`config.mk`:
```
export PLATFORM = sky130hd
export DESIGN_NAME = dtf_ctrl
export DESIGN_NICKNAME = d
export VERILOG_FILES = /design/src/design/dtf_pkg.sv /design/src/design/dtf_ctrl.sv
export SDC_FILE = /design/constraint.sdc
export NUM_CORES = 1
export LEC_CHECK = 0
export BUFFER_PORTS_ARGS = -buffer_cell sky130_fd_sc_hd__buf_2
export CAP_MARGIN = 40
export CORE_AREA = 2 2 39 41
export DETAILED_ROUTE_END_ITERATION = 8
export DIE_AREA = 0 0 41 43
export GPL_ROUTABILITY_DRIVEN = 0
export PLACE_DENSITY = 0.65
export SLEW_MARGIN = 0
export SYNTH_ARGS = -nofsm -noshare
export SYNTH_HDL_FRONTEND = slang
export SYNTH_SLANG_ARGS = --single-unit
```
`constraint.sdc`:
```
create_clock -name clk -period 2.31 [get_ports clk]
set_input_delay 0.3465 -clock clk [delete_from_list [all_inputs] [get_ports clk]]
set_output_delay 0.3465 -clock clk [all_outputs]
set_load 0.02 [all_outputs]
```
`src/design/dtf_pkg.sv`:
```
// shared types and constants for the decimal text to float parser
package dtf_pkg;

  localparam logic [7:0] CH_MINUS = 8'h2D;
  localparam logic [7:0] CH_PLUS  = 8'h2B;
  localparam logic [7:0] CH_POINT = 8'h2E;
  localparam logic [7:0] CH_ZERO  = 8'h30;

  // 53-bit double significands and unbiased exponents of the scale factors
  localparam logic [52:0] SIG_P01 = 53'h147AE147AE147B;
  localparam logic [52:0] SIG_P1  = 53'h1999999999999A;
  localparam logic [52:0] SIG_T10 = 53'h14000000000000;
  localparam logic signed [9:0] EXP_P01 = -10'sd7;
  localparam logic signed [9:0] EXP_P1  = -10'sd4;
  localparam logic signed [9:0] EXP_T10 = 10'sd3;

  localparam logic [31:0] FLOAT_INF = 32'h7F800000;

  typedef enum logic [1:0] {
    PH_FIRST,
    PH_BODY,
    PH_DONE
  } phase_t;

  typedef enum logic [1:0] {
    SC_P01,
    SC_P1,
    SC_T10
  } scale_t;

  typedef enum logic [3:0] {
    ST_IDLE,
    ST_INIT,
    ST_NORM,
    ST_ROUND0,
    ST_DECIDE,
    ST_MLO,
    ST_MHI,
    ST_ADD,
    ST_R53,
    ST_R24,
    ST_FINISH
  } state_t;

  typedef struct packed {
    logic   load_norm;
    logic   shift_norm;
    logic   round_init;
    logic   pick;
    scale_t sel;
    logic   mul_lo;
    logic   mul_hi;
    logic   add;
    logic   r53;
    logic   r24;
    logic   load_out;
  } cmd_t;

  typedef struct packed {
    logic is_term;
    logic norm_top;
    logic man_zero;
    logic e_le_m2;
    logic e_neg;
    logic e_pos;
    logic inf;
    logic out_free;
  } status_t;

endpackage

```
`src/design/dtf_ctrl.sv`:
```
// sequencer for parsing, normalization and the scaling steps
module dtf_ctrl (
  input  logic             clk,
  input  logic             rst,
  input  logic             fire,
  input  dtf_pkg::status_t status,
  output dtf_pkg::cmd_t    cmd,
  output logic             ready
);
  import dtf_pkg::*;

  state_t state, state_next;

  always_ff @(posedge clk) begin
    if (rst) state <= ST_IDLE;
    else     state <= state_next;
  end

  always_comb begin
    state_next = state;
    unique case (state)
      ST_IDLE:   if (fire && status.is_term) state_next = ST_INIT;
      ST_INIT:   state_next = status.man_zero ? ST_FINISH : ST_NORM;
      ST_NORM:   if (status.norm_top) state_next = ST_ROUND0;
      ST_ROUND0: state_next = ST_DECIDE;
      ST_DECIDE: begin
        if (status.e_neg || (status.e_pos && !status.inf)) state_next = ST_MLO;
        else state_next = ST_FINISH;
      end
      ST_MLO:    state_next = ST_MHI;
      ST_MHI:    state_next = ST_ADD;
      ST_ADD:    state_next = ST_R53;
      ST_R53:    state_next = ST_R24;
      ST_R24:    state_next = ST_DECIDE;
      ST_FINISH: if (status.out_free) state_next = ST_IDLE;
      default:   state_next = ST_IDLE;
    endcase
  end

  always_comb begin
    cmd = '0;
    cmd.sel = SC_T10;
    ready = (state == ST_IDLE);
    unique case (state)
      ST_INIT:   cmd.load_norm = 1'b1;
      ST_NORM:   cmd.shift_norm = !status.norm_top;
      ST_ROUND0: cmd.round_init = 1'b1;
      ST_DECIDE: begin
        cmd.pick = 1'b1;
        priority if (status.e_le_m2) cmd.sel = SC_P01;
        else if (status.e_neg)       cmd.sel = SC_P1;
        else                         cmd.sel = SC_T10;
      end
      ST_MLO:    cmd.mul_lo = 1'b1;
      ST_MHI:    cmd.mul_hi = 1'b1;
      ST_ADD:    cmd.add = 1'b1;
      ST_R53:    cmd.r53 = 1'b1;
      ST_R24:    cmd.r24 = 1'b1;
      ST_FINISH: cmd.load_out = status.out_free;
      default:   cmd = '0;
    endcase
  end

endmodule

```
==> results of run 1 <==
## critical path: stages (launching register included)
cell	delay, ns
dfxtp_1	0.72
nand2_1	0.13
or2_2	0.31
inv_1	0.05
buf_2	0.15
## logic make-up (layout without fill, tap and decap cells)
kind of cell,Yosys count,after routing
simple gates,29,29
flops,4,4
buf+inv,12,33
xor+xnor,2,2
mux,1,1
compound gates,15,15
## metrics by stage
step / instance area (sq um) / utilization
after floorplan: 477 / -
after global placement: 574 / 0.415
after detailed placement: 574 / 0.415
after CTS: 597 / 0.431
after global routing: 597 / 0.431
final: 597 / 0.431
## area by class of cell
type | count | area, sq um | area share
Clock buffer | 3 | 22.5 | 0.0377
Inverter | 6 | 22.5 | 0.0377
Multi-Input combinational cell | 47 | 329 | 0.551
Sequential cell | 4 | 80.1 | 0.134
Tap cell | 16 | 20.0 | 0.0335
Timing Repair Buffer | 24 | 123 | 0.205
## per-layer routing
metal / GRT usage / part of all wire / up-vias
li1: - / - / 275
met1: 0.182 / 0.46 / 235
met3: 0.0157 / 0.031 / 2
met5: 0 / 0 / -
met2: 0.250 / 0.50 / 12
met4: 0.120 / 0.011 / 0
## Yosys cell counts (2+ instances only)
cell type / count
nor2_1: 8
inv_1: 6
dfxtp_1: 4
buf_2: 3
nand2b_1: 3
nor3_1: 3
a211oi_2: 2
a21oi_1: 2
buf_6: 2
nand2_1: 2
nand3_1: 2
nor2b_1: 2
nor3b_1: 2
nor4_1: 2
xor2_1: 2
## final timing paths
path	endpoint	cells after the start	slack, ns	start
worst min-delay path	state[3]$_SDFFE_PP0P_	2	0.32	rst
worst max register to register	state[0]$_SDFFE_PP0P_	3	0.86	state[0]$_SDFFE_PP0P_
worst max-delay path	cmd[3]	4	0.36	state[0]$_SDFFE_PP0P_
worst min register to register	state[2]$_SDFFE_PP0P_	2	0.68	state[1]$_SDFFE_PP0P_
## report_power, final
group	switching [uW]	internal [uW]	leakage [uW]
Sequential	96.9	93.4	0.0000326
Combinational	224	169	0.000238
Clock	31.7	58.3	0.0000138
==> impl_results.md, run 1 <==
* Total number of clock tree sinks at 4
* EDFF count, synth at 0
* Clock Tree Root: clkbuf_4
* Adder and majority gate portion of the synthesized area at 0
* Path category of the worst min-delay check: primary input to register
* Clock edge transition at the registers on the reported setup and hold paths at 0.04 ns
* Total of warnings raised by yosys at 0
* Sequential share of the synthesized area at 0.168
* Leading cell type in the layout, fill and taps excluded: buf_2
* Cells after synthesis at 63
* Critical setup path kind: register to output pin
* Leakage power summed over all cells at 0.000285 uW
* Final Max Tran Viols at 0
* Ant. Diodes at 0
* Worst-Margin Slew at 0.643 ns
* Compound-Gate Fraction of Synth Area at 0.255
* Top library cells by usage in the layout, fill and taps aside: buf_2, nor2_1, inv_1
* Antenna Violating Nets Remaining at 0
* Remaining global-route overflow at 0
* Status: finished, final reports clean
* Die Ht at 43 um
* Core Area at 1380 sq um
* Net count of the mapped netlist at 74
* Largest register FFs at 4
* Power per cell area at 1130 nW/um^2
* Register with the highest flop count: state
* Registers with the most flip-flops: state (4)
* Unique cell type count in the Yosys netlist at 33
* Die outline width at 41 um
* Maximum level of the CTS H-tree at 1
* Smallest setup slack after layout at 0.363 ns
* Biggest area consumer among synthesized cells: dfxtp_1
* Number of global-route vias before repair at 489
* Post-CTS Repair Setup Buffers at 0
* Number of remaining DRC errors at 0
* Detail-routed net length per standard cell at 11.9 um
* Vias post-DR at 524
* Worst-skew pair later-pin latency at 0.24 ns
* Hold_buf cts at 0
* CTS tree: done
* Resized Gates After CTS at 0
* Total power draw at 673 uW
* Proportion of netlist area held by the largest area contributor at 0.168
* Non-filler instance count after layout at 100
* Final period utilization at 0.843
* Worst setup EP type: output pin
* Max IR drop VDD at 0.000598 V
* Fin. Hold Viols at 0
* Cell types occupying the most area after synthesis: dfxtp_1, nor2_1, a211oi_2
* Synth Flop Type: dfxtp_1
* Post-synthesis instance area at 477 sq um
* Total number of nets in the final design at 97
* Count of endpoints failing setup in the final report at 0
* Number of cells in the design after placement at 97
* Synth-to-Final Area Change at 25.2%
* Clock buffer depth at 2
* Count of buffers inserted at the top-level ports at 23
* Relative slew slack at 0.570
* Largest fanout of any net on the critical path at 17
* Tightest hold margin at 0.322 ns
* Layout cells sized above 1 at 0.405
* Simple-gate area share of the yosys netlist at 0.378
* Mux cell area share after synthesis at 0.0210
* Antenna violations before repair at 0
* DIE AREA at 1760 sq um
* Max-cap violations at 0
* Maximum number of pins on one net before global-route repair at 18
* Mean Syn Cell Area at 7.57 sq um
* First-pass iteration count of the detailed router at 4
* TNS Setup at 0 ns
* Drt initial violations at 7
* Highest clock frequency the design can meet at 514 MHz
* Aggregate routed wire length at 1.19 mm
* Final clock skew at 0.00411 ns
* Worst setup timing slack at the placement stage at 0.613 ns
* Xor and xnor area share after synthesis at 0.0367
* Via-to-Cell Ratio at 5.24
* Largest family of logic cells by synthesized area: simple AND/OR/NAND/NOR gates
* Detailed-placement wirelength estimate at 871 um
* Total CTS buffers at 3
* Crit path arrival time at 1.60 ns
* Number of placed I/O pins at 24
* Flops & latches, synth at 4
* First-pass GRT wire length at 1.90 mm
* Initial Util at 0.344
* Critical path launch point type: register
* RSZ-0062 raised after global routing: no
* Site row count at 14
* Fill cell count at 150
* Total track usage at 0.158
* Proportion of synthesized flip-flops having asynchronous set or reset at 0
* Data required, critical path at 1.96 ns
* Minimum clock period at 1.95 ns
(Power assumes the default switching activity.)
==> inputs of run 2 (changes only) <==
--- a/config.mk
+++ b/config.mk
@@ -5,13 +5,13 @@
 export SDC_FILE = /design/constraint.sdc
 export NUM_CORES = 1
 export LEC_CHECK = 0
+export ABC_AREA = 1
 export BUFFER_PORTS_ARGS = -buffer_cell sky130_fd_sc_hd__buf_2
 export CAP_MARGIN = 40
 export CORE_AREA = 2 2 39 41
 export DETAILED_ROUTE_END_ITERATION = 8
 export DIE_AREA = 0 0 41 43
 export GPL_ROUTABILITY_DRIVEN = 0
-export PLACE_DENSITY = 0.65
 export SLEW_MARGIN = 0
 export SYNTH_ARGS = -nofsm -noshare
 export SYNTH_HDL_FRONTEND = slang
==> constraint.sdc (replaced) <==
create_clock -name clk -period 2.03 [get_ports clk]
set_input_delay 0.3045 -clock clk [delete_from_list [all_inputs] [get_ports clk]]
set_output_delay 0.3045 -clock clk [all_outputs]
set_load 0.02 [all_outputs]
==> impl_results.md, run 2 <==
* Detail-routed net length per standard cell at 9.45 um (was 11.9 um)
* Worst-Margin Slew at 0.210 ns (was 0.643 ns)
* Post-CTS Repair Setup Buffers at 0 (unchanged)
* RSZ-0062 raised after global routing: no (unchanged)
* Final period utilization at 0.747
* Top library cells by usage in the layout, fill and taps aside: buf_2, nor2_1, nand2_1 (was buf_2, nor2_1, inv_1)
* Fill cell count at 162 (was 150)
* Reg-to-reg critical path startpoint: state[0]$_SDFFE_PP0P_ (unchanged)
* Count of buffers inserted at the top-level ports at 23 (unchanged)
* CTS tree: done (unchanged)
* Synth-to-Final Area Change at 40.9% (was 25.2%)
* TNS Setup at 0 ns (unchanged)
* Max IR drop VDD at 0.000623 V (was 0.000598 V)
* Resized Gates After CTS at 0 (unchanged)
* Register with the highest flop count: state (unchanged)
* Proportion of netlist area held by the largest area contributor at 0.208 (was 0.168)
* Largest register FFs at 4 (unchanged)
* Non-filler instance count after layout at 111 (was 100)
* EDFF count, synth at 0 (unchanged)
* Initial Util at 0.278 (was 0.344)
* Sequential share of the synthesized area at 0.208 (was 0.168)
* Clock edge transition at the registers on the reported setup and hold paths at 0.04 ns (about the same)
* Critical path startpoint: state[3]$_SDFFE_PP0P_ (was state[0]$_SDFFE_PP0P_)
* Most frequent cell after synthesis: nor2_1 (unchanged)
* Aggregate routed wire length at 1.05 mm (was 1.19 mm)
* Count of endpoints failing setup in the final report at 0 (unchanged)
* Via-to-Cell Ratio at 4.49 (was 5.24)
* Power per cell area at 1260 nW/um^2 (was 1130 nW/um^2)
* Maximum level of the CTS H-tree at 1 (unchanged)
* Core Area at 1380 sq um (unchanged)
* Number of remaining DRC errors at 0 (unchanged)
* Critical setup path kind: register to output pin (unchanged)
* Minimum clock period at 1.52 ns
* Clock Tree Root: clkbuf_4 (unchanged)
* Largest fanout of any net on the critical path at 5 (was 17)
* Vias post-DR at 498 (was 524)
* Number of cells in the design after placement at 108 (was 97)
* Worst setup endpoint: cmd[6] (was cmd[3])
* Total number of nets in the final design at 108 (was 97)
* Mean Syn Cell Area at 5.59 sq um (was 7.57 sq um)
* Die outline width at 41 um (unchanged)
* First-pass iteration count of the detailed router at 3 (was 4)
* Detailed-placement wirelength estimate at 892 um (was 871 um)
* Data required, critical path at 1.73 ns (was 1.96 ns)
* Worst setup timing slack at the placement stage at 0.750 ns (was 0.613 ns)
* Proportion of synthesized flip-flops having asynchronous set or reset at 0 (unchanged)
* RR Endpoint: state[0]$_SDFFE_PP0P_ (unchanged)
* Synth Flop Type: dfxtp_1 (unchanged)
* Unique cell type count in the Yosys netlist at 14 (was 33)
* Post-synthesis instance area at 385 sq um (was 477 sq um)
* Finished Core Util at 0.392 (was 0.431)
* Smallest setup slack after layout at 0.513 ns (was 0.363 ns)
* Leakage power summed over all cells at 0.000311 uW (was 0.000285 uW)
* Registers with the most flip-flops: state (4) (unchanged)
* Remaining global-route overflow at 0 (unchanged)
* List of most frequent post-synthesis cells: nor2_1, nand2_1, inv_1, inv_2 (was nor2_1, inv_1, dfxtp_1)
* Worst-skew pair later-pin latency at 0.24 ns (about the same)
* Ant. Diodes at 0 (unchanged)
* Antenna violations before repair at 0 (unchanged)
* Clock buffer depth at 2 (unchanged)
* Path category of the worst min-delay check: primary input to register (unchanged)
* Final clock skew at 0.00458 ns (was 0.00411 ns)
* Biggest area consumer among synthesized cells: dfxtp_1 (unchanged)
* Die Ht at 43 um (unchanged)
* Total track usage at 0.137 (was 0.158)
* Net count of the mapped netlist at 80 (was 74)
* Number of global-route vias before repair at 436 (was 489)
* Crit path arrival time at 1.21 ns (was 1.60 ns)
* Drt initial violations at 8 (was 7)
* Relative slew slack at 0.859 (was 0.570)
* Cells after synthesis at 69 (was 63)
* Worst setup EP type: output pin (unchanged)
* Number of placed I/O pins at 24 (unchanged)
* Final Max Tran Viols at 0 (unchanged)
* Maximum number of pins on one net before global-route repair at 7 (was 18)
* Leading cell type in the layout, fill and taps excluded: buf_2 (unchanged)
* Highest clock frequency the design can meet at 659 MHz
* Cell types occupying the most area after synthesis: dfxtp_1, nor2_1, nand2_1 (was dfxtp_1, nor2_1, a211oi_2)
* Critical path launch point type: register (unchanged)
* Fin. Hold Viols at 0 (unchanged)
* Total of warnings raised by yosys at 0 (unchanged)
* Flops & latches, synth at 4 (unchanged)
* Total CTS buffers at 3 (unchanged)
* Max-cap violations at 0 (unchanged)
* Number of cell instances on the worst register-to-register path at 8 (was 3)
* Layout cells sized above 1 at 0.432 (was 0.405)
* Reg2reg setup slack at 0.91 ns (was 0.86 ns)
* Status: finished, final reports clean (unchanged)
* Total number of clock tree sinks at 4 (unchanged)
* DIE AREA at 1760 sq um (unchanged)
* Total power draw at 686 uW (was 673 uW)
* Hold_buf cts at 0 (unchanged)
* Antenna Violating Nets Remaining at 0 (unchanged)
* First-pass GRT wire length at 1.66 mm (was 1.90 mm)
* Site row count at 14 (unchanged)
-- run 2: cell count changes after synthesis, sizes merged, moves of 3 or more --
cell / delta
a211oi: -3
nand2b: -3
buf: -6
nor2: +14
nor3: -3
nand2: +20
inv: +5
-- run 2: final cells by class --
cell class | count | area (sq um) | area share
Multi-Input combinational cell | 54 | 264 | 0.486
Timing Repair Buffer | 23 | 115 | 0.212
Sequential cell | 4 | 80.1 | 0.147
Inverter | 11 | 41.3 | 0.0760
Clock buffer | 3 | 22.5 | 0.0415
Tap cell | 16 | 20.0 | 0.0369
-- run 2: cells by family (layout without fill, tap and decap cells) --
family          after synthesis  count (layout)  synth area share
compound gates                5               5            0.0779
buf+inv                      11              37             0.107
flops                         4               4             0.208
simple gates                 49              49             0.607
-- run 2: report_power, final --
group	total, uW	internal (uW)	switching, uW
Sequential	136	103	32.5
Combinational	451	153	298
Clock	99.0	66.1	32.8
-- run 2: how the worst min path moves through the flow --
stage	cells after the start	slack, ns	startpoint	endpoint
after CTS	2	0.27	rst	state[2]$_SDFFE_PP0P_
after global placement	2	0.52	rst	state[2]$_SDFFE_PP0P_
after global routing	2	0.29	rst	state[1]$_SDFFE_PP0P_
after floorplan	1	0.37	rst	state[2]$_SDFFE_PP0P_
final	2	0.28	rst	state[2]$_SDFFE_PP0P_
after detailed placement	2	0.52	rst	state[2]$_SDFFE_PP0P_
-- run 2: critical path: stages (launching register included) --
cell     delay (ns)
dfxtp_1        0.33
inv_2          0.13
nand2_4        0.09
nor4_1         0.22
buf_2          0.20
-- run 2: routing by layer --
layer	global-route usage	up-vias	part of all wire
met3	0.0471	0	0.088
met1	0.151	211	0.43
met5	0	-	0
li1	-	265	-
met4	0.0400	0	0
met2	0.231	22	0.48
-- run 2: metrics by stage --
stage / area, sq um / hold WS (ns)
floorplan: 385 / 0.374
global placement: 520 / 0.516
detailed placement: 520 / 0.523
CTS: 543 / 0.273
global route: 543 / 0.286
finish: 543 / 0.279
==> inputs of run 3 (changes only) <==
--- a/config.mk
+++ b/config.mk
@@ -5,13 +5,14 @@
 export SDC_FILE = /design/constraint.sdc
 export NUM_CORES = 1
 export LEC_CHECK = 0
-export ABC_AREA = 1
+export ABC_AREA = 0
 export BUFFER_PORTS_ARGS = -buffer_cell sky130_fd_sc_hd__buf_2
 export CAP_MARGIN = 40
 export CORE_AREA = 2 2 39 41
 export DETAILED_ROUTE_END_ITERATION = 8
 export DIE_AREA = 0 0 41 43
 export GPL_ROUTABILITY_DRIVEN = 0
+export PLACE_DENSITY = 0.65
 export SLEW_MARGIN = 0
 export SYNTH_ARGS = -nofsm -noshare
 export SYNTH_HDL_FRONTEND = slang
==> constraint.sdc (replaced) <==
create_clock -name clk -period 1.42 [get_ports clk]
set_input_delay 0.213 -clock clk [delete_from_list [all_inputs] [get_ports clk]]
set_output_delay 0.213 -clock clk [all_outputs]
set_load 0.02 [all_outputs]
==> impl_results.md, run 3 (synthesis results as in run 1) <==
* Worst-skew pair later-pin latency at 0.24 ns (about the same)
* Internal power of the cells at 964 uW (was 323 uW)
* Final period utilization at 1.05
* Aggregate routed wire length at 1.68 mm (was 1.05 mm)
* Total number of clock tree sinks at 4 (unchanged)
* Clock Tree Root: clkbuf_4 (unchanged)
* Path category of the worst min-delay check: primary input to register (unchanged)
* Top library cells by usage in the layout, fill and taps aside: buf_4, buf_2, buf_6 (was buf_2, nor2_1, nand2_1)
* Fin. Hold Viols at 0 (unchanged)
* Detailed-placement wirelength estimate at 1.11 mm (was 892 um)
* Relative slew slack at 0.756 (was 0.859)
* Number of remaining DRC errors at 0 (unchanged)
* Via-to-Cell Ratio at 5.37 (was 4.49)
* Antenna Violating Nets Remaining at 0 (unchanged)
* Maximum level of the CTS H-tree at 1 (unchanged)
* Top Family by Delay on Critical Path: flip-flops (unchanged)
* First-pass iteration count of the detailed router at 4 (was 3)
* Cell with the most instances on the worst path: buf_4
* Total track usage at 0.194 (was 0.137)
* Drt initial violations at 22 (was 8)
* Number of placed I/O pins at 24 (unchanged)
* Max-cap violations at 0 (unchanged)
* Smallest setup slack after layout at -0.0691 ns (was 0.513 ns)
* Critical setup path kind: register to output pin (unchanged)
* Critical path, cell by cell: buf_4, a2111oi_4, nor2_1, buf_4 (was inv_2, nand2_4, nor4_1, buf_2)
* Finished Core Util at 0.661 (was 0.392)
* Maximum number of pins on one net before global-route repair at 11 (was 7)
* Final clock skew at 0.00547 ns (was 0.00458 ns)
* Remaining global-route overflow at 0 (unchanged)
* Largest register FFs at 4 (unchanged)
* Vias post-DR at 644 (was 498)
* Registers with the most flip-flops: state (4) (unchanged)
* Initial Util at 0.344 (was 0.278)
* Max IR drop VDD at 0.00135 V (was 0.000623 V)
* Cell type of the slowest stage on the worst timing path: dfxtp_4 (was dfxtp_1)
* Detail-routed net length per standard cell at 14.0 um (was 9.45 um)
* Antenna violations before repair at 0 (unchanged)
* Minimum clock period at 1.49 ns
* Total power draw at 1750 uW (was 686 uW)
* Clock group share of total power at 0.082 (was 0.144)
* Highest clock frequency the design can meet at 672 MHz
* Largest fanout of any net on the critical path at 6 (was 5)
* Count of endpoints failing setup in the final report at 6 (was 0)
* Final Max Tran Viols at 0 (unchanged)
* Worst-Margin Slew at 0.361 ns (was 0.210 ns)
* Sequential cell fraction of total power at 0.168 (was 0.198)
* Largest stage delay on the critical path at 0.36 ns (was 0.33 ns)
* DIE AREA at 1760 sq um (unchanged)
* Total CTS buffers at 3 (unchanged)
* Power per cell area at 1910 nW/um^2 (was 1260 nW/um^2)
* Register with the highest flop count: state (unchanged)
* Clock edge transition at the registers on the reported setup and hold paths at 0.04 ns (about the same)
* Data required, critical path at 1.21 ns (was 1.73 ns)
* Non-filler instance count after layout at 120 (was 111)
* Number of global-route vias before repair at 557 (was 436)
* Violated checks: setup timing
* Site row count at 14 (unchanged)
* Status: complete, but fails checks (was finished, final reports clean)
* Die Ht at 43 um (unchanged)
* Count of buffers inserted at the top-level ports at 23 (unchanged)
* Crit path buf inv count at 2 (unchanged)
* Total number of nets in the final design at 117 (was 108)
* Logic gate share of total power at 0.750 (was 0.657)
* Critical path launch point type: register (unchanged)
* RSZ-0062 raised after global routing: yes (was no)
* Die outline width at 41 um (unchanged)
* Switching power at 786 uW (was 363 uW)
* Ant. Diodes at 0 (unchanged)
* Core Area at 1380 sq um (unchanged)
* Layout cells sized above 1 at 0.683 (was 0.432)
* Leading cell type in the layout, fill and taps excluded: buf_4 (was buf_2)
* Number of cells in the design after placement at 107 (was 108)
* First-pass GRT wire length at 2.33 mm (was 1.66 mm)
* Switching share of total power at 0.449 (was 0.529)
* Leakage power summed over all cells at 0.000416 uW (was 0.000311 uW)
* Synth-to-Final Area Change at 91.9% (was 40.9%)
* Clock buffer depth at 2 (unchanged)
* CTS tree: done (unchanged)
* Worst setup EP type: output pin (unchanged)
* Crit path arrival time at 1.28 ns (was 1.21 ns)
## run 3: changes by cell type in the layout (fill, tap and decap cells not counted), moves of 9 or more
cell / before / now
buf_6: 0 / 9
buf_2: 23 / 12
nor2_1: 19 / 6
nand2_1: 16 / 2
buf_4: 0 / 23
## run 3: cell type report
| class | instances | area, sq um |
|---|---|---|
| fillers | 109 | 469 |
| multi-input cells | 47 | 420 |
| repair buffers | 44 | 334 |
| flip-flops and latches | 4 | 95.1 |
| clock buffers | 3 | 22.5 |
| inverters | 6 | 22.5 |
| well taps | 16 | 20.0 |
## run 3: repair_timing
item / CTS / global route
endpoints found under the setup margin: 13 / 11
hold buffers: 0 / 0
buffers inserted: 3 / 7
gates resized for setup: 17 / 27
pin swaps: 2 / 6
## run 3: metal layers
layer / vias to the layer above / global-route usage / routed length, um
met5: - / 0 / 0
li1: 313 / - / -
met3: 5 / 0.0471 / 67
met4: 0 / 0.0800 / 38
met1: 308 / 0.268 / 770
met2: 18 / 0.278 / 806
## run 3: path summary, 6_finish.rpt
check / from / slack [ns] / cells after the start / to
max: state[1]$_SDFFE_PP0P_ / -0.07 / 4 / cmd[7]
min: rst / 0.20 / 2 / state[2]$_SDFFE_PP0P_
max reg2reg: state[1]$_SDFFE_PP0P_ / 0.01 / 6 / state[0]$_SDFFE_PP0P_
min reg2reg: state[2]$_SDFFE_PP0P_ / 0.66 / 3 / state[1]$_SDFFE_PP0P_
## run 3: power by group through the flow
stage	Clock, uW	Combinational [uW]	Sequential [uW]
floorplan	0	688	175
global placement	0	875	251
detailed placement	0	875	255
CTS	144	965	278
global route	159	1390	303
finish	144	1310	294
## run 3: worst reg2reg max path: cells and delay by family, from the launching register on
family	cells	cell delay [ns]
buf+inv	3	0.38
flops	1	0.36
compound gates	3	0.58
## run 3: through the flow
stage | TNS, ns | area [sq um] | hold WS [ns] | setup WS [ns]
6_report | -0.160 | 915 | 0.197 | -0.0691
5_1_grt | -0.656 | 915 | 0.192 | -0.115
4_1_cts | -0.0932 | 758 | 0.197 | -0.0315
3_5_place_dp | 0 | 672 | 0.449 | 0.0378
3_3_place_gp | 0 | 672 | 0.447 | 0.0599
2_1_floorplan | -0.116 | 499 | 0.285 | -0.116
